==> config.mk <==
export PLATFORM = sky130hd
export DESIGN_NAME = spc_apb_regs
export DESIGN_NICKNAME = d
export VERILOG_FILES = /design/src/sv/spc_pkg.sv /design/src/sv/spc_apb_regs.sv
export SDC_FILE = /design/constraint.sdc
export NUM_CORES = 1
export LEC_CHECK = 0
export BUFFER_PORTS_ARGS = -buffer_cell sky130_fd_sc_hd__buf_2
export CORE_MARGIN = 2
export CORE_UTILIZATION = 37
export CTS_BUF_LIST = sky130_fd_sc_hd__clkbuf_4 sky130_fd_sc_hd__clkbuf_8
export DETAILED_ROUTE_END_ITERATION = 8
export PLACE_DENSITY = 0.85
export SLEW_MARGIN = 30
export SYNTH_ARGS = -nofsm -noshare
export SYNTH_HDL_FRONTEND = slang
export SYNTH_SLANG_ARGS = --single-unit
==> constraint.sdc <==
create_clock -name clk -period 1.5 [get_ports clk]
set_input_delay 0.3 -clock clk [delete_from_list [all_inputs] [get_ports clk]]
set_output_delay 0.3 -clock clk [all_outputs]
set_load 0.03 [all_outputs]
==> src/sv/spc_pkg.sv <==
// shared types and constants for the sphere pair contact block
`timescale 1ns / 1ps

package spc_pkg;

    localparam int COORD_BITS_DEF  = 24;
    localparam int NORMAL_BITS_DEF = 16;
    localparam int TOL_BITS        = 12;
    localparam logic [TOL_BITS-1:0] TOL_RESET = 12'd1;

    typedef enum logic [1:0] {
        REG_COINCIDE_TOLERANCE = 2'd0
    } reg_index_t;

endpackage

==> src/sv/spc_apb_regs.sv <==
// apb register file holding the coincidence tolerance
`timescale 1ns / 1ps

module spc_apb_regs (
    input  logic                         clk,
    input  logic                         rst_n,
    input  logic                         psel,
    input  logic                         penable,
    input  logic                         pwrite,
    input  logic [1:0]                   paddr,
    input  logic [31:0]                  pwdata,
    output logic [31:0]                  prdata,
    output logic                         pready,
    output logic [spc_pkg::TOL_BITS-1:0] tolerance
);
    logic [spc_pkg::TOL_BITS-1:0] tol_reg;
    logic                         sel_tol;

    assign sel_tol = (paddr == 2'(spc_pkg::REG_COINCIDE_TOLERANCE));

    always_ff @(posedge clk or negedge rst_n)
    begin
        if (!rst_n)
            tol_reg <= spc_pkg::TOL_RESET;
        else if (psel && penable && pwrite && sel_tol)
            tol_reg <= pwdata[spc_pkg::TOL_BITS-1:0];
    end

    assign pready    = 1'b1;
    assign prdata    = sel_tol ? 32'(tol_reg) : 32'd0;
    assign tolerance = tol_reg;
endmodule

# Word level (Yosys, flattened, before mapping)
# Cells that the tools add are included.
# word_totals
wordCells,6
output_inout_bits,45
ff_bits,12
# classes
muxes,1
reduce_logical,4
# op_table
operator,n
$mux 12,1
$logic_and 1x1->1,3
$logic_not 2->1,1

# Longest topological paths before layout
# Gate-level depths: netlist of run 1.
# logic_depth
ltp_word,3
ltp_mapped,4

# Least setup slack after synthesis of run 1
# No wires, ideal clock.
# synth_timing
path_type,input to output
startpoint,input paddr[1]
endpoint,output prdata[0]
t_arrival_ns,0.967
cell_stages,3
slack_ns,0.233
path_cell_list,nor2_2 -> clkbuf_1 -> and2_1
# synth_between
elab_chain_len,2
# synth_lines
element,line,text
from (decl),spc_apb_regs.sv:10,"input logic [1:0] paddr,"
$logic_not 2->1,spc_apb_regs.sv:19,assign sel_tol = (paddr == 2'(spc_pkg::REG_COINCIDE_TOLERANCE));
$mux 12,spc_apb_regs.sv:30,assign prdata = sel_tol ? 32'(tol_reg) : 32'd0;
to (decl),spc_apb_regs.sv:12,"output logic [31:0] prdata,"
# Every way passes these cells.

# Final worst setup path of run 1
# layout_timing
startpoint,"register tol_reg, in the netlist tolerance[0]"
endpoint,output prdata[0]
# layout_between
elab_chain_len,1
# layout_lines
element,line,text
from (decl),spc_apb_regs.sv:16,logic [spc_pkg::TOL_BITS-1:0] tol_reg;
from (signal assigned),spc_apb_regs.sv:24,tol_reg <= spc_pkg::TOL_RESET;
from (signal assigned),spc_apb_regs.sv:26,tol_reg <= pwdata[spc_pkg::TOL_BITS-1:0];
$mux 12,spc_apb_regs.sv:30,
# Every way passes these cells.

==> results of run 1 <==
area by class of cell:
cell class                 instances  share of cell area (%)
sequential                        12                    31.4
clock buffer                       4                    3.12
tap                               27                    3.52
timing repair buffer              45                    25.8
multi-input combinational         47                    36.2
worst max-delay path by stage:
stage                        startpoint  cells after the start    endpoint
6_report       tolerance[0]$_DFFE_PN1P_                      2   prdata[0]
5_1_grt        tolerance[0]$_DFFE_PN1P_                      2   prdata[0]
4_1_cts        tolerance[0]$_DFFE_PN1P_                      2   prdata[0]
3_5_place_dp                   paddr[1]                      5  prdata[10]
3_3_place_gp                   paddr[1]                      5  prdata[10]
2_1_floorplan                  paddr[1]                      3   prdata[0]
cells in the final DEF (no fill, tap or decap), drive strengths merged:
cell type	instances
and2	12
buf	44
clkbuf	4
conb	21
dfrtp	11
dfstp	1
dlygate4sd3	1
mux2	12
nand4	1
nor2	1
logic make-up (layout without fill, tap and decap cells):
group / count (synthesis) / count (layout)
other cells: 2 / 21
flops: 12 / 12
mux: 12 / 12
simple gates: 14 / 14
buf+inv: 23 / 49
where the power goes:
group	switching, uW	total (uW)	internal, uW	leakage [uW]
Combinational	358	551	193	0.000424
Clock	102	223	121	0.0000184
Sequential	54.3	458	404	0.000145
Total	514	1230	718	0.000588
through the flow:
step | util (%) | setup slack (ps) | hold slack [ps] | area [um2]
3_3_place_gp | 47.4 | 163 | 182 | 921
5_1_grt | 49.5 | 50.4 | 238 | 961
4_1_cts | 49.5 | 89.1 | 243 | 961
6_report | 49.5 | 104 | 256 | 961
3_5_place_dp | 47.4 | 140 | 183 | 921
2_1_floorplan | - | 233 | 4.41 | 822
routing by layer:
metal	vias up	global-route usage (%)	share of wire [%]
li1	246	-	-
met1	251	11.1	36
met2	39	21.9	54
met3	0	2.76	9.3
met4	0	5.71	0
met5	-	0	0
==> results.tsv, run 1 <==
metric	value	unit
Power Density	1280	nW/um2
r2r startpoint	tolerance[1]$_DFFE_PN0P_	
delay-heaviest family, CP	flip-flops	
compound-gate portion of the synthesized area	0	%
Crit path required time	1200	ps
CP max stage delay	540	ps
register area	302	um2
crit-path max FO	3	
H-tree Lvls	1	
Synth cell types	12	
initial cell density of the core	38.7	%
Final Hold Fails	0	
largest family of logic cells by synthesized area	multiplexers	
Startpoint Class	register	
Setup crit end kind	output pin	
Post CTS Setup Buffer Count	0	
min cycle time layout	1400	ps
Die X	49.0	um
post-synthesis instance total	63	
# IOs	84	
largest net degree at the start of global routing	13	
Final ANT Viol Nets	0	
DRC	0	
gp weighted congestion	0.683	
clk root buf	clkbuf_4	
First-pass DRT Iterations	2	
routed wire length	1.37	mm
synthesis-to-finish area growth	28.0	%
Setup TNS	0	ps
hold path start	pwdata[4]	
total track usage	11.4	%
initial antenna violation count	0	
Slew Limit Fails	0	
period utilisation layout	93.1	%
CTS tree	done	
post-CTS sizing	0	
YS warnings	0	
WP buf/inv	1	
Syn Area/Cell	11.9	um2
fillcell total	188	
sequential area share after synthesis	40.2	%
Peak VDD IR	0.000674	V
layout cells sized above 1	60.2	%
Critical Path AT	1100	ps
Hold EP	tolerance[4]$_DFFE_PN0P_	
setup slack, reg-to-reg	730	ps
CTS Sinks	12	
Core Box Area	1940	um2
hold path depth	2	
Port-buffer cells	42	
simple-gate share of the synthesized area	12.8	%
max FFs per register	12	
worst r2r dst	tolerance[1]$_DFFE_PN0P_	
leading area contributor after synthesis	dfrtp_1	
top-count cell post-synth	buf_4	
FFs w/ async S/R, synth	100	%
Worst-path clk slew	70	ps
Seq cells post-synth	12	
cells along the critical path	and2_1, buf_2	
vias per cell	3.97	
unrepaired setup endpoints after global routing	no	
DR iter-0 viols	2	
dpl hpwl	1.09	mm
routed length per instance	10.2	um
clk_skew	0	ps
clk_lat worst skew	260	ps
total CTS buffers	3	
Hold WC Path Type	in -> reg	
type of the worst setup path	reg -> out	
top cell type's share of synthesized area	36.7	%
EDFF count, synth	0	
Post-synth top flop	dfrtp_1	
Cell Area, Synth	751	um2
area occupied by multi-input gates	348	um2
# Max-Cap Violations	0	
total grt overflow	0	
Cells after DPL	130	
final setup fails	0	
Ant. Diodes	0	
clk buf depth	2	
vias in the first global route	472	
Post-synth top cells	21 x buf_4, 11 x dfrtp_1, 10 x and2_1, 10 x mux2_4	
Pwr Total	1230	uW
hold_buf cts	1	
row count	16	
Die ar.	2410	um2
global-route wire length before repair	2.06	mm
status	finished clean	
Peak Freq	0.716	GHz
ranking of synthesized cells by area	dfrtp_1 37%, buf_4 21%, mux2_4 20%	
Slowest cell on crit path	dfstp_2	
Adder-Cell Fraction of Synth Area	0	%
non-filler cells, final	135	
R2R depth	1	
Layout Nets	148	
Die Height	49.0	um
Leakage Power	0.000588	uW
vias	536	
post-synthesis mux area share	23.0	%
XOR/XNOR Fraction of Synth Area	0	%
Note: power is estimated with default switching activity, not from simulation.
==> run 2: changes to the inputs <==
CORE_MARGIN = not set   (was 2)
==> results.tsv, run 2 (synthesis results as in run 1) <==
metric	value	unit	change
max FFs per register	12		unchanged
final setup fails	0		unchanged
Final Hold Fails	0		unchanged
Leakage Power	0.000588	uW	unchanged
Crit path depth	2		unchanged
vias per cell	3.99		+0.56%
clk root buf	clkbuf_4		
Setup WS post-layout	87.7	ps	-16.5 ps
initial cell density of the core	41.2	%	+2.6 points
non-filler cells, final	133		-1.5%
r2r startpoint	tolerance[6]$_DFFE_PN0P_		
Cells after DPL	128		-1.5%
worst r2r dst	tolerance[6]$_DFFE_PN0P_		
First-pass DRT Iterations	4		+2
post-CTS sizing	0		unchanged
commonest non-fill, non-tap cell in the layout	buf_2		
unrepaired setup endpoints after global routing	no		
WP buf/inv	1		unchanged
layout cells sized above 1	60.2	%	unchanged
CTS Sinks	12		unchanged
Startpoint Class	register		
Peak Freq	0.708	GHz	-1.2%
synthesis-to-finish area growth	27.7	%	
Peak VDD IR	0.000786	V	+17%
sequential power share	37.0	%	-0.2 points
clk_skew	0	ps	unchanged
Comb pwr share	44.9	%	+0.2 points
Hold WC Path Type	in -> reg		
Switching Fraction	41.6	%	-0.10 points
# IOs	84		unchanged
Crit path required time	1200	ps	about the same
Slew Limit Fails	0		unchanged
Hold EP	tolerance[4]$_DFFE_PN0P_		
CTS tree	done		
total grt overflow	0		unchanged
# Max-Cap Violations	0		unchanged
type of the worst setup path	reg -> out		
Critical Path AT	1110	ps	about the same
Port-buffer cells	42		unchanged
initial antenna violation count	0		unchanged
status	finished clean		
CP max stage delay	540	ps	about the same
commonest non-fill, non-tap cells in the layout	42 x buf_2, 21 x conb_1, 11 x dfrtp_1		
min cycle time layout	1410	ps	+16.5 ps
DP Worst Slack	120	ps	-20.5 ps
Switching Power	512	uW	-0.42%
Post CTS Setup Buffer Count	0		unchanged
Power Density	1280	nW/um2	about the same
DRC	0		unchanged
dpl hpwl	1.06	mm	-3.1%
Setup TNS	0	ps	unchanged
row count	15		-1
Ant. Diodes	0		unchanged
clock power share	18.1	%	about the same
gp weighted congestion	0.635		-6.9%
final core utilization	52.6	%	+3.2 points
Final Cell Area	958	um2	-0.26%
Die X	47.0	um	-4.1%
crit-path max FO	3		unchanged
cells along the critical path	and2_1, buf_2		
vias in the first global route	439		-7.0%
hold path depth	2		unchanged
vias	531		-0.93%
setup slack, reg-to-reg	730	ps	about the same
Final ANT Viol Nets	0		unchanged
total CTS buffers	3		unchanged
routed wire length	1.42	mm	+3.2%
Worst-path clk slew	80	ps	about the same
H-tree Lvls	1		unchanged
clk buf depth	2		unchanged
Layout Nets	148		unchanged
period utilisation layout	94.2	%	+1.1 points
delay-heaviest family, CP	flip-flops		
cell area after placement	918	um2	-0.27%
DR iter-0 viols	4		+2
clk_lat worst skew	260	ps	about the same
routed length per instance	10.7	um	+4.8%
Setup crit end kind	output pin		
Core Box Area	1820	um2	-6.2%
Int Power	718	uW	about the same
Die Height	47.0	um	-4.1%
global-route wire length before repair	1.97	mm	-4.4%
total track usage	13.2	%	+1.8 points
hold path start	pwdata[4]		
Die ar.	2210	um2	-8.0%
Slowest cell on crit path	dfstp_2		
largest net degree at the start of global routing	13		unchanged
R2R depth	1		unchanged
-- run 2: stage by stage --
step | hold WS, ps | total power [uW]
global route | 244 | 1300
detailed placement | 196 | 1010
floorplan | 4.41 | 901
CTS | 249 | 1240
global placement | 183 | 999
finish | 258 | 1230
-- run 2: routing by layer --
metal | wire, um | share of wire [%] | track usage [%] | vias up
met5 | 0 | 0 | 0 | -
met4 | 11 | 0.78 | 8.57 | 0
met3 | 97 | 6.8 | 2.31 | 2
met2 | 738 | 52 | 21.4 | 43
met1 | 570 | 40 | 16.0 | 237
li1 | - | - | - | 249
-- run 2: power groups by stage --
| stage | combinational [uW] | sequential (uW) | clock, uW |
|---|---|---|---|
| after floorplan | 292 | 609 | 0 |
| after global placement | 543 | 455 | 0 |
| after detailed placement | 552 | 459 | 0 |
| after CTS | 554 | 456 | 232 |
| after global routing | 587 | 466 | 248 |
| final | 552 | 455 | 223 |
-- run 2: timing repair --
item | CTS | global route
hold buffers | 1 | 0
endpoints found under the setup margin | 0 | 0
endpoints found under the hold margin | 11 | 0
-- run 2: worst max-delay path by stage --
stage,to,from
finish,prdata[0],tolerance[0]$_DFFE_PN1P_
global placement,prdata[10],paddr[1]
floorplan,prdata[0],paddr[1]
global route,prdata[0],tolerance[0]$_DFFE_PN1P_
detailed placement,prdata[5],paddr[1]
CTS,prdata[0],tolerance[0]$_DFFE_PN1P_
-- run 2: cell type report --
class | count | area [um2]
clock buffers | 4 | 30.0
fillers | 175 | 862
multi-input cells | 47 | 348
flip-flops and latches | 12 | 302
well taps | 25 | 31.3
repair buffers | 45 | 248
